$ cat src/fhlm_pkg.sv
// fhlm_pkg: shared types, codes and default sizes for the FIFO handoff lock manager.
// Used by the channel interfaces and by fifo_handoff_lock_manager_unit. No dependencies.
package fhlm_pkg;

  localparam int QUEUE_DEPTH_DEF  = 16;
  localparam int TASK_ID_BITS_DEF = 8;

  typedef logic [1:0] kind_t;
  typedef logic [2:0] status_t;

  // request kinds
  localparam kind_t KIND_LOCK    = 2'd0;
  localparam kind_t KIND_TRY     = 2'd1;
  localparam kind_t KIND_RELEASE = 2'd2;

  // result status codes
  localparam status_t ST_GRANTED   = 3'd0;
  localparam status_t ST_QUEUED    = 3'd1;
  localparam status_t ST_DENIED    = 3'd2;
  localparam status_t ST_RELEASED  = 3'd3;
  localparam status_t ST_GAVE_UP   = 3'd4;
  localparam status_t ST_NOT_FOUND = 3'd5;
  localparam status_t ST_FULL      = 3'd6;
  localparam status_t ST_RECURSIVE = 3'd7;

endpackage

$ cat src/fhlm_if.sv
// fhlm_if: valid/ready channel interfaces for lock requests and lock results.
// Depends on fhlm_pkg for the kind and status types and default sizes.
interface fhlm_in_if #(
  parameter int TASK_ID_BITS = fhlm_pkg::TASK_ID_BITS_DEF
);
  logic                    valid;
  logic                    ready;
  fhlm_pkg::kind_t         kind;
  logic [TASK_ID_BITS-1:0] task_id;

  modport source (output valid, output kind, output task_id, input ready);
  modport sink   (input valid, input kind, input task_id, output ready);
endinterface

interface fhlm_out_if #(
  parameter int TASK_ID_BITS = fhlm_pkg::TASK_ID_BITS_DEF,
  parameter int QUEUE_DEPTH  = fhlm_pkg::QUEUE_DEPTH_DEF
);
  localparam int CNTW = $clog2(QUEUE_DEPTH + 1);

  logic                    valid;
  logic                    ready;
  fhlm_pkg::status_t       status;
  logic                    wake_valid;
  logic [TASK_ID_BITS-1:0] wake_task;
  logic                    owner_valid;
  logic [TASK_ID_BITS-1:0] owner_task;
  logic [CNTW-1:0]         waiting_count;

  modport source (output valid, output status, output wake_valid, output wake_task,
                  output owner_valid, output owner_task, output waiting_count,
                  input ready);
  modport sink   (input valid, input status, input wake_valid, input wake_task,
                  input owner_valid, input owner_task, input waiting_count,
                  output ready);
endinterface

$ cat src/fifo_handoff_lock_manager_unit.sv
// fifo_handoff_lock_manager_unit: one lock with an owner and a FIFO of waiting task ids.
// Depends on fhlm_pkg and on the fhlm_in_if / fhlm_out_if channel interfaces.
//
// Usage:
//   in_ch  carries one request per transaction: kind (lock, try, release/give up) and task_id.
//   out_ch returns exactly one result transaction per request: status, woken waiter,
//          owner after the request and the number of waiters left.
// Sequencing:
//   Lock, try, plain release and unused kinds: the sequencer goes from idle to the result
//   state, which loads the output register once the slot is free, and then back to idle.
//   A release that hands off, and a give up, walk the waiter memory through its single
//   registered read port before the result state, and the next request follows once the
//   sequencer is back in idle. The walk reads one entry per cycle and shifts later entries
//   down one slot behind the match.
//   in_ch.ready is high only while the sequencer is idle; one request is in work
//   at a time.
// Reset (rst_n low, synchronous): lock free, owner 0, queue empty, no result pending.
//   The waiter memory is not cleared; only entries below the count are ever read.
// Stall: the result waits in the output register while out_ch.ready is low; a new
//   request may be taken meanwhile, and its result waits until the slot frees.
module fifo_handoff_lock_manager_unit #(
  parameter int QUEUE_DEPTH  = fhlm_pkg::QUEUE_DEPTH_DEF,
  parameter int TASK_ID_BITS = fhlm_pkg::TASK_ID_BITS_DEF
) (
  input  logic       clk,
  input  logic       rst_n,
  fhlm_in_if.sink    in_ch,
  fhlm_out_if.source out_ch
);
  import fhlm_pkg::*;

  localparam int QIW  = (QUEUE_DEPTH > 1) ? $clog2(QUEUE_DEPTH) : 1;
  localparam int CNTW = $clog2(QUEUE_DEPTH + 1);
  localparam int TIDW = TASK_ID_BITS;

  localparam logic [CNTW-1:0] DEPTH_CNT = CNTW'(QUEUE_DEPTH);

  // sequencer states
  localparam logic [1:0] S_IDLE = 2'd0;
  localparam logic [1:0] S_WALK = 2'd1;
  localparam logic [1:0] S_RESP = 2'd2;

  logic [1:0]      state_r, state_nxt;

  // lock state
  logic            held_r, held_nxt;
  logic [TIDW-1:0] holder_r, holder_nxt;
  logic [CNTW-1:0] total_r, total_nxt;

  // waiter memory, oldest at entry 0
  logic [TIDW-1:0] wq_mem [QUEUE_DEPTH];
  logic            wr_en;
  logic [QIW-1:0]  wr_addr;
  logic [TIDW-1:0] wr_data;
  logic            rd_en;
  logic [QIW-1:0]  rd_addr;
  logic [TIDW-1:0] rd_data_r;

  // walk control
  logic [TIDW-1:0] tid_r, tid_nxt;
  logic            pop_r, pop_nxt;       // handoff walk: entry 0 is the match
  logic            found_r, found_nxt;   // match seen, shifting later entries down
  logic [CNTW-1:0] iss_r, iss_nxt;       // next entry to read
  logic            pend_r, pend_nxt;     // read data valid this cycle
  logic [QIW-1:0]  pidx_r, pidx_nxt;     // entry that rd_data_r came from
  logic [TIDW-1:0] wake_r, wake_nxt;
  logic            match;

  // pending result
  status_t         res_status_r, res_status_nxt;
  logic            res_wake_v_r, res_wake_v_nxt;
  logic [TIDW-1:0] res_wake_t_r, res_wake_t_nxt;

  // output register
  logic            out_valid_r, out_valid_nxt;
  status_t         out_status_r, out_status_nxt;
  logic            out_wake_v_r, out_wake_v_nxt;
  logic [TIDW-1:0] out_wake_t_r, out_wake_t_nxt;
  logic            out_own_v_r, out_own_v_nxt;
  logic [TIDW-1:0] out_own_t_r, out_own_t_nxt;
  logic [CNTW-1:0] out_cnt_r, out_cnt_nxt;

  logic            in_fire;
  logic            slot_free;

  assign in_ch.ready = (state_r == S_IDLE);
  assign in_fire     = in_ch.valid && in_ch.ready;
  assign slot_free   = !out_valid_r || out_ch.ready;

  assign match = pop_r ? (pidx_r == '0) : (rd_data_r == tid_r);

  always_comb begin
    state_nxt      = state_r;
    held_nxt       = held_r;
    holder_nxt     = holder_r;
    total_nxt      = total_r;
    tid_nxt        = tid_r;
    pop_nxt        = pop_r;
    found_nxt      = found_r;
    iss_nxt        = iss_r;
    pend_nxt       = 1'b0;
    pidx_nxt       = pidx_r;
    wake_nxt       = wake_r;
    res_status_nxt = res_status_r;
    res_wake_v_nxt = res_wake_v_r;
    res_wake_t_nxt = res_wake_t_r;
    out_valid_nxt  = out_valid_r && !out_ch.ready;
    out_status_nxt = out_status_r;
    out_wake_v_nxt = out_wake_v_r;
    out_wake_t_nxt = out_wake_t_r;
    out_own_v_nxt  = out_own_v_r;
    out_own_t_nxt  = out_own_t_r;
    out_cnt_nxt    = out_cnt_r;
    wr_en          = 1'b0;
    wr_addr        = total_r[QIW-1:0];
    wr_data        = in_ch.task_id;
    rd_en          = 1'b0;
    rd_addr        = iss_r[QIW-1:0];

    case (state_r)
      S_IDLE: begin
        if (in_fire) begin
          tid_nxt        = in_ch.task_id;
          res_wake_v_nxt = 1'b0;
          res_wake_t_nxt = '0;
          res_status_nxt = ST_DENIED;
          state_nxt      = S_RESP;
          case (in_ch.kind)
            KIND_LOCK: begin
              if (!held_r) begin
                held_nxt       = 1'b1;
                holder_nxt     = in_ch.task_id;
                res_status_nxt = ST_GRANTED;
              end else if (holder_r == in_ch.task_id) begin
                res_status_nxt = ST_RECURSIVE;
              end else if (total_r >= DEPTH_CNT) begin
                res_status_nxt = ST_FULL;
              end else begin
                // join the tail
                wr_en          = 1'b1;
                total_nxt      = total_r + 1'b1;
                res_status_nxt = ST_QUEUED;
              end
            end
            KIND_TRY: begin
              if (!held_r) begin
                held_nxt       = 1'b1;
                holder_nxt     = in_ch.task_id;
                res_status_nxt = ST_GRANTED;
              end
            end
            KIND_RELEASE: begin
              if (held_r && holder_r == in_ch.task_id && total_r == '0) begin
                held_nxt       = 1'b0;
                holder_nxt     = '0;
                res_status_nxt = ST_RELEASED;
              end else begin
                // handoff to oldest waiter, or give up: both walk the queue
                pop_nxt   = held_r && holder_r == in_ch.task_id;
                found_nxt = 1'b0;
                iss_nxt   = '0;
                state_nxt = S_WALK;
              end
            end
            default: begin
              res_status_nxt = ST_DENIED;
            end
          endcase
        end
      end

      S_WALK: begin
        // issue one read per cycle
        if (iss_r < total_r) begin
          rd_en    = 1'b1;
          pend_nxt = 1'b1;
          pidx_nxt = iss_r[QIW-1:0];
          iss_nxt  = iss_r + 1'b1;
        end
        // handle data read last cycle
        if (pend_r) begin
          if (found_r) begin
            wr_en   = 1'b1;
            wr_addr = pidx_r - 1'b1;
            wr_data = rd_data_r;
          end else if (match) begin
            found_nxt = 1'b1;
            wake_nxt  = rd_data_r;
          end
        end
        if (!rd_en && !pend_r) begin
          state_nxt = S_RESP;
          if (pop_r) begin
            holder_nxt     = wake_r;
            total_nxt      = total_r - 1'b1;
            res_status_nxt = ST_RELEASED;
            res_wake_v_nxt = 1'b1;
            res_wake_t_nxt = wake_r;
          end else if (found_r) begin
            total_nxt      = total_r - 1'b1;
            res_status_nxt = ST_GAVE_UP;
          end else begin
            res_status_nxt = ST_NOT_FOUND;
          end
        end
      end

      S_RESP: begin
        if (slot_free) begin
          out_valid_nxt  = 1'b1;
          out_status_nxt = res_status_r;
          out_wake_v_nxt = res_wake_v_r;
          out_wake_t_nxt = res_wake_t_r;
          out_own_v_nxt  = held_r;
          out_own_t_nxt  = held_r ? holder_r : '0;
          out_cnt_nxt    = total_r;
          state_nxt      = S_IDLE;
        end
      end

      default: begin
        state_nxt = S_IDLE;
      end
    endcase
  end

  // waiter memory: one write and one registered read per cycle
  always_ff @(posedge clk) begin
    if (wr_en) begin
      wq_mem[wr_addr] <= wr_data;
    end
    if (rd_en) begin
      rd_data_r <= wq_mem[rd_addr];
    end
  end

  always_ff @(posedge clk) begin
    if (!rst_n) begin
      state_r     <= S_IDLE;
      held_r      <= 1'b0;
      holder_r    <= '0;
      total_r     <= '0;
      pend_r      <= 1'b0;
      out_valid_r <= 1'b0;
    end else begin
      state_r     <= state_nxt;
      held_r      <= held_nxt;
      holder_r    <= holder_nxt;
      total_r     <= total_nxt;
      pend_r      <= pend_nxt;
      out_valid_r <= out_valid_nxt;
    end
  end

  always_ff @(posedge clk) begin
    tid_r        <= tid_nxt;
    pop_r        <= pop_nxt;
    found_r      <= found_nxt;
    iss_r        <= iss_nxt;
    pidx_r       <= pidx_nxt;
    wake_r       <= wake_nxt;
    res_status_r <= res_status_nxt;
    res_wake_v_r <= res_wake_v_nxt;
    res_wake_t_r <= res_wake_t_nxt;
    out_status_r <= out_status_nxt;
    out_wake_v_r <= out_wake_v_nxt;
    out_wake_t_r <= out_wake_t_nxt;
    out_own_v_r  <= out_own_v_nxt;
    out_own_t_r  <= out_own_t_nxt;
    out_cnt_r    <= out_cnt_nxt;
  end

  assign out_ch.valid         = out_valid_r;
  assign out_ch.status        = out_status_r;
  assign out_ch.wake_valid    = out_wake_v_r;
  assign out_ch.wake_task     = out_wake_t_r;
  assign out_ch.owner_valid   = out_own_v_r;
  assign out_ch.owner_task    = out_own_t_r;
  assign out_ch.waiting_count = out_cnt_r;

endmodule

$ cat src/flat_wrapper.sv
// flat-port wrapper written by rule: the top's interface ports become plain ports
module fifo_handoff_lock_manager_unit_flat import fhlm_pkg::*;
#(
  parameter int QUEUE_DEPTH  = fhlm_pkg::QUEUE_DEPTH_DEF,
  parameter int TASK_ID_BITS = fhlm_pkg::TASK_ID_BITS_DEF
)
  (clk, rst_n, in_ch_valid, in_ch_kind, in_ch_task_id, in_ch_ready, out_ch_valid, out_ch_status, out_ch_wake_valid, out_ch_wake_task, out_ch_owner_valid, out_ch_owner_task, out_ch_waiting_count, out_ch_ready);
  fhlm_in_if #(.TASK_ID_BITS(TASK_ID_BITS)) in_ch_i ();
  fhlm_out_if #(.TASK_ID_BITS(TASK_ID_BITS), .QUEUE_DEPTH(QUEUE_DEPTH)) out_ch_i ();
  input  logic clk;
  input  logic rst_n;
  input wire logic [$bits(in_ch_i.valid)-1:0] in_ch_valid;
  input wire logic [$bits(in_ch_i.kind)-1:0] in_ch_kind;
  input wire logic [$bits(in_ch_i.task_id)-1:0] in_ch_task_id;
  output wire logic [$bits(in_ch_i.ready)-1:0] in_ch_ready;
  output wire logic [$bits(out_ch_i.valid)-1:0] out_ch_valid;
  output wire logic [$bits(out_ch_i.status)-1:0] out_ch_status;
  output wire logic [$bits(out_ch_i.wake_valid)-1:0] out_ch_wake_valid;
  output wire logic [$bits(out_ch_i.wake_task)-1:0] out_ch_wake_task;
  output wire logic [$bits(out_ch_i.owner_valid)-1:0] out_ch_owner_valid;
  output wire logic [$bits(out_ch_i.owner_task)-1:0] out_ch_owner_task;
  output wire logic [$bits(out_ch_i.waiting_count)-1:0] out_ch_waiting_count;
  input wire logic [$bits(out_ch_i.ready)-1:0] out_ch_ready;
  assign in_ch_i.valid = in_ch_valid;
  assign in_ch_i.kind = in_ch_kind;
  assign in_ch_i.task_id = in_ch_task_id;
  assign in_ch_ready = in_ch_i.ready;
  assign out_ch_valid = out_ch_i.valid;
  assign out_ch_status = out_ch_i.status;
  assign out_ch_wake_valid = out_ch_i.wake_valid;
  assign out_ch_wake_task = out_ch_i.wake_task;
  assign out_ch_owner_valid = out_ch_i.owner_valid;
  assign out_ch_owner_task = out_ch_i.owner_task;
  assign out_ch_waiting_count = out_ch_i.waiting_count;
  assign out_ch_i.ready = out_ch_ready;
  fifo_handoff_lock_manager_unit #(.QUEUE_DEPTH(QUEUE_DEPTH), .TASK_ID_BITS(TASK_ID_BITS)) u_core (.clk(clk), .rst_n(rst_n), .in_ch(in_ch_i), .out_ch(out_ch_i));
endmodule
$ cat config.mk
export PLATFORM = sky130hd
export DESIGN_NAME = fifo_handoff_lock_manager_unit_flat
export DESIGN_NICKNAME = d
export VERILOG_FILES = /design/src/fhlm_pkg.sv /design/src/fhlm_if.sv /design/src/fifo_handoff_lock_manager_unit.sv /design/src/flat_wrapper.sv
export SDC_FILE = /design/constraint.sdc
export NUM_CORES = 1
export LEC_CHECK = 0
export BUFFER_PORTS_ARGS = -buffer_cell sky130_fd_sc_hd__buf_4
export CAP_MARGIN = 20
export CORE_ASPECT_RATIO = 1.75
export CORE_UTILIZATION = 55
export DETAILED_ROUTE_END_ITERATION = 16
export PLACE_DENSITY = 0.77
export SLEW_MARGIN = 30
export SYNTH_ARGS = -nofsm -noshare
export SYNTH_HDL_FRONTEND = slang
export SYNTH_SLANG_ARGS = --single-unit
$ cat constraint.sdc
create_clock -name clk -period 3.5 [get_ports clk]
set_clock_uncertainty 0.2 [all_clocks]
set_input_delay 0.175 -clock clk [delete_from_list [all_inputs] [get_ports clk]]
set_output_delay 0.175 -clock clk [all_outputs]
set_load 0.02 [all_outputs]
* Word-level counts from Yosys, hierarchy flattened
Memories as Yosys holds them, arrays and structs flattened. A register that Yosys moved wholly into a read port is not among the register bits.
Cells that the tools add are included.
** Cells by class
- $add $sub $neg :: 4
- Magnitude comparators :: 2
- Equality and inequality tests :: 23
- Mux-type cells :: 75
- Bitwise operators :: 2
- Reduce and logical (&&, ||, !) cells :: 31
** Operators with widths (count)
- two-way mux 8 bit :: 9
- two-way mux 5 bit :: 12
- case mux 8 bit (2 select lines) :: 3
- two-way mux 1 bit :: 27
- case mux 5 bit (2 select lines) :: 2
- two-way mux 3 bit :: 6
- equality test 8 bit :: 2
- AND reduction 4 bit :: 4
- inequality test 2 bit (second input constant) :: 7
- two-way mux 2 bit :: 6
- two-way mux 4 bit :: 3
- inequality test 2 x 1 -> 1 bit (second input constant) :: 6
- adder 5 x 1 -> 5 bit (second input constant) :: 2
- AND reduction 5 bit :: 2
- inequality test 3 bit (second input constant) :: 3
- case mux 3 bit (3 select lines) :: 1
- case mux 1 bit (2 select lines) :: 4
- AND reduction 2 bit :: 4
- AND reduction 8 bit :: 1
- AND reduction 7 bit :: 1
- case mux 2 bit (3 select lines) :: 1
- case mux 3 bit (2 select lines) :: 1
- AND reduction 3 bit :: 2
- greater-or-equal comparator 5 bit (second input constant) :: 1
- 15 further kinds :: 27
** Storage, ports and cells
- Register bits after elaboration :: 83
- Memory bits (writable) :: 128
- Bits of input ports :: 14
- Output and inout bits :: 28
- Logic and storage cells :: 159
- Memories :: 1
** Memories
- u_core.wq_mem :: words 16, width 8, rd ports 1, clocked after memory_dff 1, write ports 1, RTL line fifo_handoff_lock_manager_unit.sv:51 : logic [TIDW-1:0] wq_mem [QUEUE_DEPTH];

* Logic depth before layout (Yosys ltp)
Gate-level depths: netlist of the first run.
- Depth in word-level cells :: 9
- Gate-level depth with buffers :: 11
- Depth with buffers taken out :: 8

* Least setup slack after synthesis of the first run
OpenSTA, ideal clock, no wires.
- Kind :: flip-flop to flip-flop
- From :: reg u_core.total_r[2]
- To :: reg u_core.res_wake_t_r[0], enable pin
- Setup time :: 0.389 ns
- Arrival time :: 2.112 ns
- Required time :: 2.911 ns
- Path slack :: 0.799 ns
- Stages on the path, launching flop included :: 8
- Buffers on the path :: 0
- Clock period less this slack :: 2.701 ns
- Cells stage by stage :: dfxtp_1 > inv_1 > ha_1 > nand2_1 > o21ai_2 > a41oi_2 > o21ai_2 > a21boi_0
** Between the ends
- Longest elaborated chain between the ends :: 7
** Ends and longest elaborated chain
- start, declared :: RTL line fifo_handoff_lock_manager_unit.sv:48 : logic [CNTW-1:0] total_r, total_nxt;
- start signal, assigned :: RTL line fifo_handoff_lock_manager_unit.sv:249 : total_r <= total_nxt;
- < comparator 5 bit :: RTL line fifo_handoff_lock_manager_unit.sv:174 : if (iss_r < total_r) begin
- two-way mux 1 bit :: RTL line fifo_handoff_lock_manager_unit.sv:174
- two-way mux 1 bit :: RTL line fifo_handoff_lock_manager_unit.sv:120 : case (state_r)
- logical NOT 1 bit :: RTL line fifo_handoff_lock_manager_unit.sv:191 : if (!rd_en && !pend_r) begin
- logical AND 1 bit :: RTL line fifo_handoff_lock_manager_unit.sv:191
- inequality test 2 x 1 -> 1 bit (no line)
- AND reduction 4 bit (no line)
- end signal, assigned :: RTL line fifo_handoff_lock_manager_unit.sv:264 : res_wake_t_r <= res_wake_t_nxt;
- end, declared :: RTL line fifo_handoff_lock_manager_unit.sv:72 : logic [TIDW-1:0] res_wake_t_r, res_wake_t_nxt;
Every way passes these cells. The select of a mux whose other input is x is not followed.
A chain may end at the register's enable or synchronous reset.

* Final worst setup path of the first run
- From :: reg u_core.iss_r[3]
- To :: reg u_core.state_r[1]
** Between the ends
- Longest elaborated chain between the ends :: 7
** Ends and longest elaborated chain
- start, declared :: RTL line fifo_handoff_lock_manager_unit.sv:63 : logic [CNTW-1:0] iss_r, iss_nxt;
- start signal, assigned :: RTL line fifo_handoff_lock_manager_unit.sv:259 : iss_r <= iss_nxt;
- < comparator 5 bit :: RTL line fifo_handoff_lock_manager_unit.sv:174
- two-way mux 1 bit :: RTL line fifo_handoff_lock_manager_unit.sv:174
- two-way mux 1 bit :: RTL line fifo_handoff_lock_manager_unit.sv:120
- logical NOT 1 bit :: RTL line fifo_handoff_lock_manager_unit.sv:191
- logical AND 1 bit :: RTL line fifo_handoff_lock_manager_unit.sv:191
- inequality test 2 x 1 -> 1 bit (no line)
- AND reduction 3 bit (no line)
- end signal, assigned :: RTL line fifo_handoff_lock_manager_unit.sv:246 : state_r <= state_nxt;
- end, declared :: RTL line fifo_handoff_lock_manager_unit.sv:43 : logic [1:0] state_r, state_nxt;
Every way passes these cells. The select of a mux whose other input is x is not followed.

==> results.ini, run 1 <==
[setup_path]
required_ns=3.67
critical_path_class=flop to flop
start_kind=flop
arrival_ns=3.42
critPathCaptureType=flop
critical_path.max_fanout=12

[synth]
synth_compound_area_frac=0.0349
yosys_most_used_dff=edfxtp_1
synthCells=534
async_flop_share=0
synth_area_per_cell_sq_um=17.0
synth_mux_area_frac=0.124
synth_nets=558
synth-warning-count=0
synth_seq_cells=219
synth_edf_count=201
synth_top_area_cell=edfxtp_1
synth_area_sq_um=9080
yosysSeqAreaShare=0.705
ys_types=51
synth_common_cells=edfxtp_1 (201), nand2_1 (48), nor2_1 (32)
synth_top_family_by_area=multiplexers
synth_top_area_share=0.665
synth.most_common_cell=edfxtp_1
ys_top_cells_by_area=edfxtp_1 (66%), mux4_1 (8.7%), dfxtp_1 (4.0%)
synth-simple-area-share=0.0758
synth_xor_area_frac=0.0241
synthAdderAreaFrac=0.0146

[floorplanning]
die_y_um=172
start_util=0.566
boundaryPins=42
die_w_um=99.1
die-area_sq_um=17000
num_rows=61
fp.coreArea_sq_um=16000

[timing]
max-slew-margin-rel=0.584
finalHoldViolCount=0
setup_viol=0
min_period_over_period=0.928
tns_ns=0
rsz0062_at_grt=no
final_max_slew_viol_count=0
fmax_ghz=0.308
period_minus_slack_ns=3.25
tightestPinTransition_ns=0.623

[detailed_routing]
vias=4792
ant_nets=0
drt_pre_antenna_iters=5
wl_per_cell_um=20.9
vias_per_cell=5.87
wl_mm=17.1
dr.first_iter.drc_count=260
drc=0

[final_layout]
final_layout_size_suffix_gt1_frac=0.177
syn2layout_area_growth_pct=15.4
fin_nets=641
num_antenna_cells=0
fillers=1114

[clock_network]
clk_latency_ns=0.49
clock_path_buffers=3
ctsRootBufferMaster=clkbuf_16
cts_buffers=19
clk_pin_slew_ns=0.07
cts_tree=done
clock-sinks=219
htreeDepth=1

[power]
p_leak_nw=3.74
power_density_nw_per_um2=507
max-vdd-ir-drop_v=0.000527
finalPower_w=0.00531

[global_routing]
antenna_found_initial=0
met1_usage=0.223
grt_overflow_total=0
met2_usage=0.412
met3_usage=0.0263
grt_pass1_vias=4964
grt_max_degree=38
grt_pass1_wl_mm=26.7
grt_usage=0.210
busiest_layer=met2

[min_path]
hp-class=flop to flop

[place]
hpwl_mm=12.0
io_buffer_count=41
gp_congestion=0.881

[run_status]
outcome=completed

[job]
maxCapViolations=0

-- cell families after synthesis --
logic type	Yosys count
AO/OA/AOI/OAI	48
XOR/XNOR	25
adder cells (fa/ha/maj)	10
buffers and inverters	39
flip-flops	219
multiplexers	51
AND/OR/NAND/NOR	142
-- flip-flops by register name, summed over array words and instances (netlist names), 2 cells and up --
| name | flops |
|---|---|
| u_core.out_ch.status | 3 |
| u_core.out_ch.owner_task | 8 |
| u_core.wq_mem | 128 |
| u_core.total_r | 5 |
| u_core.iss_r | 5 |
| u_core.res_wake_t_r | 8 |
| u_core.pidx_r | 4 |
| u_core.tid_r | 8 |
| u_core.out_ch.wake_task | 8 |
| u_core.wake_r | 8 |
| u_core.state_r | 2 |
| u_core.rd_data_r | 8 |
| u_core.out_ch.waiting_count | 5 |
| u_core.res_status_r | 3 |
| u_core.holder_r | 8 |
-- where the power goes --
part / leakage, nW / switching [W] / internal (W)
clock network: 0.298 / 0.000883 / 0.00122
logic: 1.46 / 0.000155 / 0.000115
registers: 1.98 / 0.0000243 / 0.00290
-- placed cells by master (no fill, tap or decap), drive strengths merged, types with 2 or more instances in the layout --
cell         synthesis  routed
xnor2               14      14
o31ai                2       2
a21oi                7       7
a31oi                6       6
clkinv               0       5
nand2               48      48
nor2b                4       4
and3                 9       9
o21ai               17      17
a21o                 2       2
clkbuf              11      22
dlygate4sd3          0      17
nand3                4       4
edfxtp             201     201
nand4                3       3
and2                20      20
nor2                32      32
or4                  2       2
bufinv               0       3
buf                 11      67
nor3                 9       9
mux4                40      40
a21boi               4       4
ha                   9       9
mux2i               11      11
or2                  2       2
o211ai               2       2
inv                 17      18
nand2b               5       5
xor2                11      11
dfxtp               18      18
-- metrics by stage --
stage	cells	cell area [sq um]	hold slack, ns	worst slack, ns	utilization
floorplan	534	9080	0.0739	0.799	-
global placement	768	9680	0.199	0.865	0.604
detailed placement	768	9680	0.196	0.816	0.604
CTS	817	10500	0.220	0.298	0.653
global route	817	10500	0.224	0.0707	0.653
finish	817	10500	0.220	0.253	0.653
-- area by class of cell --
class                   instances  area, sq um  area share
clock buffers                  22          487      0.0465
multi-input cells             276         2480       0.237
well taps                     189          236      0.0226
flip-flops and latches        219         6400       0.611
inverters                      17         63.8     0.00609
clock inverters                10          135      0.0129
repair buffers                 84          673      0.0643
-- path summary, 6_finish.rpt --
kind                                      to              startpoint  depth (start not counted)  slack (ns)
hold reg to reg   u_core.out_ch.wake_task[7]  u_core.res_wake_t_r[7]                          0        0.22
setup / recovery           u_core.state_r[1]         u_core.iss_r[3]                          9        0.25
hold / removal    u_core.out_ch.wake_task[7]  u_core.res_wake_t_r[7]                          0        0.22
setup reg to reg           u_core.state_r[1]         u_core.iss_r[3]                          9        0.25
-- metal layers --
metal  share of wire  vias up
li1                -     2232
met1            0.35     2369
met2            0.57      146
met3           0.038       45
met4           0.040        0
met5               0        -
-- timing repair --
action / in CTS / in global routing
buffers inserted: 0 / 0
endpoints found under the hold margin: 32 / 0
hold buffers: 17 / 0
endpoints found under the setup margin: 0 / 0
resized for setup: 0 / 0
-- critical path: stages (launching register included) --
cell,delay (ns)
edfxtp_1,0.64
ha_1,0.32
a21oi_1,0.20
nor2_1,0.08
a41oi_2,0.30
nand2_1,0.09
o2111ai_1,0.09
dlygate4sd3_1,0.56
o21ai_0,0.07
dlygate4sd3_1,0.57
Power figures use the tool's default switching activity.
==> run 2, diff against run 1 <==
--- a/config.mk
+++ b/config.mk
@@ -7,8 +7,8 @@
 export LEC_CHECK = 0
 export BUFFER_PORTS_ARGS = -buffer_cell sky130_fd_sc_hd__buf_4
 export CAP_MARGIN = 20
-export CORE_ASPECT_RATIO = 1.75
 export CORE_UTILIZATION = 55
+export CTS_BUF_LIST = sky130_fd_sc_hd__clkbuf_4 sky130_fd_sc_hd__clkbuf_8
 export DETAILED_ROUTE_END_ITERATION = 16
 export PLACE_DENSITY = 0.77
 export SLEW_MARGIN = 30
==> constraint.sdc (replaced) <==
create_clock -name clk -period 3.5 [get_ports clk]
set_clock_uncertainty 0.2 [all_clocks]
set_input_delay 0.175 -clock clk [delete_from_list [all_inputs] [get_ports clk]]
set_output_delay 0.175 -clock clk [all_outputs]
set_load 0.005 [all_outputs]
==> run 2 against run 1 <==
Sequential share of layout area decreased by 0.44 points. Largest cell class unchanged. Register-to-register slack hardly changed. Cell area grew 0.73%. Via count grew 1.7%. First-iteration DRC count is 11% higher. Wire length shrank 0.88%. Cell count increased by 7.0%. Sequential power is essentially flat. Clock power decreased by 3%. Combinational power down 7%.
==> results.ini, run 2 (same netlist as run 1, synthesis figures left out) <==
[timing]
period_minus_slack_ns=3.25  ; +0.00241 ns
hold_slack_ns=0.218  ; -0.00235 ns
setup_viol=0  ; unchanged
max-slew-margin-rel=0.574  ; -0.0100
tns_ns=0  ; unchanged
min_period_over_period=0.928  ; about the same
tightestPinTransition_ns=0.638  ; +0.0150 ns
rsz0062_at_grt=no
fmax_ghz=0.308  ; about the same
finalHoldViolCount=0  ; unchanged
final_max_slew_viol_count=0  ; unchanged

[place]
io_buffer_count=41  ; unchanged
gp_congestion=0.836  ; -5.1%
dp.cells=796  ; +3.6%
hpwl_mm=11.3  ; -5.7%

[clock_network]
htreeDepth=2  ; +1
clk_pin_slew_ns=0.06  ; about the same
clock_path_buffers=3  ; unchanged
ctsRootBufferMaster=clkbuf_8
cts_buffers=35  ; +16
clock-sinks=219  ; unchanged
cts_resized=0  ; unchanged
clk_latency_ns=0.52  ; +0.03 ns
cts_tree=done

[global_routing]
grt_pass1_wl_mm=26.0  ; -2.6%
grt_max_degree=36  ; -5.3%
grt_usage=0.209  ; -0.000882
antenna_found_initial=0  ; unchanged
grt_pass1_vias=4815  ; -3.0%
grt_overflow_total=0  ; unchanged

[floorplanning]
fp.coreArea_sq_um=16000  ; -0.17%
num_rows=46  ; -25%
die-area_sq_um=17000  ; -0.12%
boundaryPins=42  ; unchanged
die_w_um=130  ; +32%
start_util=0.567  ; +0.000974
die_y_um=130  ; -24%

[power]
max-vdd-ir-drop_v=0.000395  ; -25%
power_density_nw_per_um2=495  ; -2.3%
finalPower_w=0.00522  ; -1.6%
p_leak_nw=3.80  ; +1.5%

[setup_path]
crit_chain=ha_1 -> a21oi_1 -> nor2_1 -> a41oi_2 -> nand2_1 -> o2111ai_1 -> dlygate4sd3_1 -> o21ai_0 -> dlygate4sd3_1
critical_path.max_fanout=12  ; unchanged
critPathCaptureType=flop
cpPeakStageDelay_ns=0.63  ; about the same
critical_path_class=flop to flop
cp_slowest_cell=edfxtp_1
start_kind=flop
arrival_ns=3.45  ; +0.03 ns
required_ns=3.70  ; +0.03 ns
crit_family=buffers and inverters
worst_path_most_repeated_cell=dlygate4sd3_1
path_buf_inv=2  ; unchanged

[final_layout]
final_common_cell=edfxtp_1
mostFrequentLayoutCells=edfxtp_1 (201), buf_4 (68), nand2_1 (48), clkbuf_8 (35), nor2_1 (31)
fin_nets=659  ; +2.8%
finalNonFillerCells=874  ; +7.0%
largest_reg_flops=128  ; unchanged
num_antenna_cells=0  ; unchanged
syn2layout_area_growth_pct=16.2
fillers=1108  ; -0.54%
final_layout_size_suffix_gt1_frac=0.211  ; +0.0345
top_register=u_core.wq_mem

[detailed_routing]
ant_nets=0  ; unchanged
wl_mm=16.9  ; -0.88%
wl_per_cell_um=19.3  ; -7.3%
vias_per_cell=5.58  ; -4.9%
dr.first_iter.drc_count=289  ; +11%
drt_pre_antenna_iters=5  ; unchanged
vias=4874  ; +1.7%
drc=0  ; unchanged

[job]
maxCapViolations=0  ; unchanged

[min_path]
hp-class=flop to flop

[run_status]
outcome=completed

[run 2: changes by cell type in the layout (fill, tap and decap cells not counted), moves of 3 or more]
cell | previous run | this run
bufinv_16 | 3 | 0
clkbuf_4 | 0 | 14
clkbuf_16 | 19 | 0
clkinv_1 | 3 | 7
clkbuf_8 | 0 | 35
clkbuf_1 | 3 | 0
[run 2: timing repair]
| item | CTS | global route |
|---|---|---|
| endpoints found under the hold margin | 32 | 0 |
| endpoints found under the setup margin | 0 | 0 |
| hold buffers | 18 | 0 |
| buffers inserted | 0 | 0 |
[run 2: per-stage QoR]
step	util	instance area, sq um	setup slack (ns)
6_report	0.659	10600	0.251
5_1_grt	0.659	10600	0.0885
4_1_cts	0.659	10600	0.310
3_5_place_dp	0.608	9720	0.822
3_3_place_gp	0.608	9720	0.905
2_1_floorplan	-	9080	0.799
[run 2: power by group]
part           switching, W  internal [W]  total (W)
sequential        0.0000252       0.00291    0.00293
combinational      0.000137      0.000115   0.000252
clock              0.000948       0.00109    0.00204
total               0.00111       0.00411    0.00522
[run 2: worst paths after layout]
path	from	endpoint	slack [ns]	cells past startpoint
worst max-delay path	u_core.iss_r[3]	u_core.state_r[1]	0.25	9
worst min-delay path	u_core.res_wake_t_r[6]	u_core.out_ch.wake_task[6]	0.22	0
worst max register to register	u_core.iss_r[3]	u_core.state_r[1]	0.25	9
worst min register to register	u_core.res_wake_t_r[6]	u_core.out_ch.wake_task[6]	0.22	0
[run 2: area by class of cell]
| cell class | count | area, sq um | area share |
|---|---|---|---|
| sequential | 219 | 6400 | 0.606 |
| clock buffer | 49 | 587 | 0.0556 |
| multi-input combinational | 276 | 2480 | 0.235 |
| tap | 216 | 270 | 0.0256 |
| clock inverter | 11 | 60.1 | 0.00569 |
| timing repair buffer | 86 | 691 | 0.0655 |
| inverter | 17 | 63.8 | 0.00605 |
[run 2: routing by layer]
| layer | global-route usage | wire (um) |
|---|---|---|
| met1 | 0.281 | 7340 |
| met5 | 0 | 0 |
| met3 | 0.0493 | 993 |
| met2 | 0.333 | 8130 |
| met4 | 0.0845 | 443 |
==> run 3, diff against run 2 <==
--- a/config.mk
+++ b/config.mk
@@ -10,6 +10,7 @@
 export CORE_UTILIZATION = 55
 export CTS_BUF_LIST = sky130_fd_sc_hd__clkbuf_4 sky130_fd_sc_hd__clkbuf_8
 export DETAILED_ROUTE_END_ITERATION = 16
+export GPL_TIMING_DRIVEN = 0
 export PLACE_DENSITY = 0.77
 export SLEW_MARGIN = 30
 export SYNTH_ARGS = -nofsm -noshare
==> run 3 against run 2 <==
Flip-flop and latch count stayed put. Cell count down 1.0%. Highest routed layer unchanged. Global-route usage rose by 1.2 points. Wire length up 5.8%.
==> results.ini, run 3 (same netlist as run 1, synthesis figures left out) <==
[run_status]
outcome=completed

[setup_path]
required_ns=3.71  ; about the same
critPathCaptureType=flop
arrival_ns=3.35  ; -0.10 ns
reg2reg_slack_ns=0.35  ; +0.10 ns
r2r_end=u_core.total_r[4]
start_kind=flop
critical_path_class=flop to flop
critical_path.max_fanout=13  ; +1
r2r_cells=10  ; +1
r2r_start=u_core.state_r[0]

[detailed_routing]
dr.first_iter.drc_count=462  ; +60%
ant_nets=0  ; unchanged
vias_per_cell=5.71  ; +2.5%
drt_pre_antenna_iters=4  ; -1
wl_mm=17.9  ; +5.8%
drc=0  ; unchanged
wl_per_cell_um=20.7  ; +6.9%
vias=4943  ; +1.4%

[timing]
finalHoldViolCount=0  ; unchanged
final_max_slew_viol_count=0  ; unchanged
rsz0062_at_grt=no
min_period_over_period=0.899  ; -0.0296
max-slew-margin-rel=0.351  ; -0.223
tns_ns=0  ; unchanged
fmax_ghz=0.318  ; +3.3%
tightestPinTransition_ns=0.970  ; +0.332 ns
setup_viol=0  ; unchanged
hold_slack_ns=0.222  ; +0.00442 ns
period_minus_slack_ns=3.15  ; -0.104 ns

[clock_network]
cts_setup_buffers=0  ; unchanged
htreeDepth=2  ; unchanged
cts_tree=done
clk_pin_slew_ns=0.06  ; about the same
clock-sinks=219  ; unchanged
ctsRootBufferMaster=clkbuf_8
cts_buffers=35  ; unchanged
clk_latency_ns=0.52  ; about the same
clock_path_buffers=3  ; unchanged

[final_layout]
seqCellArea_sq_um=6400  ; unchanged
top_register=u_core.wq_mem
largest_reg_flops=128  ; unchanged
fillers=1105  ; -0.27%
mostFrequentLayoutCells=edfxtp_1 (201), nand2_1 (48), buf_4 (42), clkbuf_8 (35), nor2_1 (31)
multi_input_area_sq_um=2500  ; +0.66%
finalNonFillerCells=865  ; -1.0%
fin_nets=650  ; -1.4%
num_antenna_cells=0  ; unchanged
syn2layout_area_growth_pct=15.4
final_common_cell=edfxtp_1
final_layout_size_suffix_gt1_frac=0.190  ; -0.0217

[floorplanning]
boundaryPins=42  ; unchanged
num_rows=46  ; unchanged
die_y_um=130  ; unchanged
die_w_um=130  ; unchanged
start_util=0.567  ; unchanged
die-area_sq_um=17000  ; unchanged
fp.coreArea_sq_um=16000  ; unchanged

[global_routing]
grt_max_degree=27  ; -25%
antenna_found_initial=0  ; unchanged
grt_pass1_vias=4971  ; +3.2%
grt_usage=0.221  ; +0.0116
grt_overflow_total=0  ; unchanged
grt_pass1_wl_mm=27.0  ; +4.1%

[power]
max-vdd-ir-drop_v=0.000407  ; +3.0%
finalPower_w=0.00525  ; +0.55%
p_leak_nw=3.70  ; -2.6%
power_density_nw_per_um2=501  ; +1.3%

[place]
gp_congestion=0.873  ; +4.4%
hpwl_mm=12.0  ; +5.6%
io_buffer_count=41  ; unchanged
dp.cells=791  ; -0.63%

[job]
maxCapViolations=0  ; unchanged

[min_path]
whs_path_depth=0  ; unchanged
worstHoldStart=u_core.res_wake_t_r[5]
hp-class=flop to flop
min_to=u_core.out_ch.wake_task[5]

==> run 3: through the flow <==
step | area (sq um) | worst slack, ns | utilization
after floorplan | 9080 | 0.799 | -
after global placement | 9660 | 0.203 | 0.603
after detailed placement | 9670 | 0.413 | 0.604
after CTS | 10500 | 0.391 | 0.654
after global routing | 10500 | 0.220 | 0.655
final | 10500 | 0.355 | 0.655
==> run 3: area by class of cell <==
class,count,share of cell area
inverter,17,0.00609
sequential,219,0.611
timing repair buffer,55,0.0428
clock inverter,14,0.00896
buffer,22,0.0131
clock buffer,46,0.0539
multi-input combinational,276,0.239
tap,216,0.0258
==> run 3: metal layers <==
metal,vias up,part of all wire,GRT usage
li1,2267,-,-
met1,2428,0.42,0.287
met2,202,0.50,0.371
met3,46,0.055,0.0403
met4,0,0.027,0.0899
met5,-,0,0
==> run 3: how the worst max path moves through the flow <==
stage	endpoint	slack [ns]	start	depth (start not counted)
2_1_floorplan	u_core.res_wake_t_r[0]	0.80	u_core.total_r[2]	7
3_3_place_gp	u_core.iss_r[0]	0.20	u_core.state_r[0]	7
3_5_place_dp	u_core.total_r[4]	0.41	u_core.state_r[0]	10
4_1_cts	u_core.total_r[4]	0.39	u_core.state_r[0]	10
5_1_grt	u_core.res_wake_t_r[3]	0.22	u_core.total_r[2]	7
6_report	u_core.total_r[4]	0.35	u_core.state_r[0]	10
==> run 3: power by group <==
| part | switching [W] | internal [W] |
|---|---|---|
| clock | 0.000932 | 0.00112 |
| sequential | 0.0000220 | 0.00291 |
| combinational | 0.000150 | 0.000115 |
| total | 0.00110 | 0.00415 |
==> run 3: critical path: stages, from the launching register on <==
cell	delay, ns
dfxtp_1	0.33
buf_6	0.12
nand2b_1	0.09
inv_1	0.20
clkbuf_1	0.62
ha_1	0.39
a21o_1	0.19
a21oi_1	0.21
xnor2_1	0.11
or4_1	0.39
and3_1	0.18
==> run 3: what timing repair did <==
item | 4_1_cts | 5_1_grt
endpoints found under the hold margin | 25 | 0
endpoints found under the setup margin | 0 | 0
resized for setup | 0 | 0
hold buffers | 14 | 0
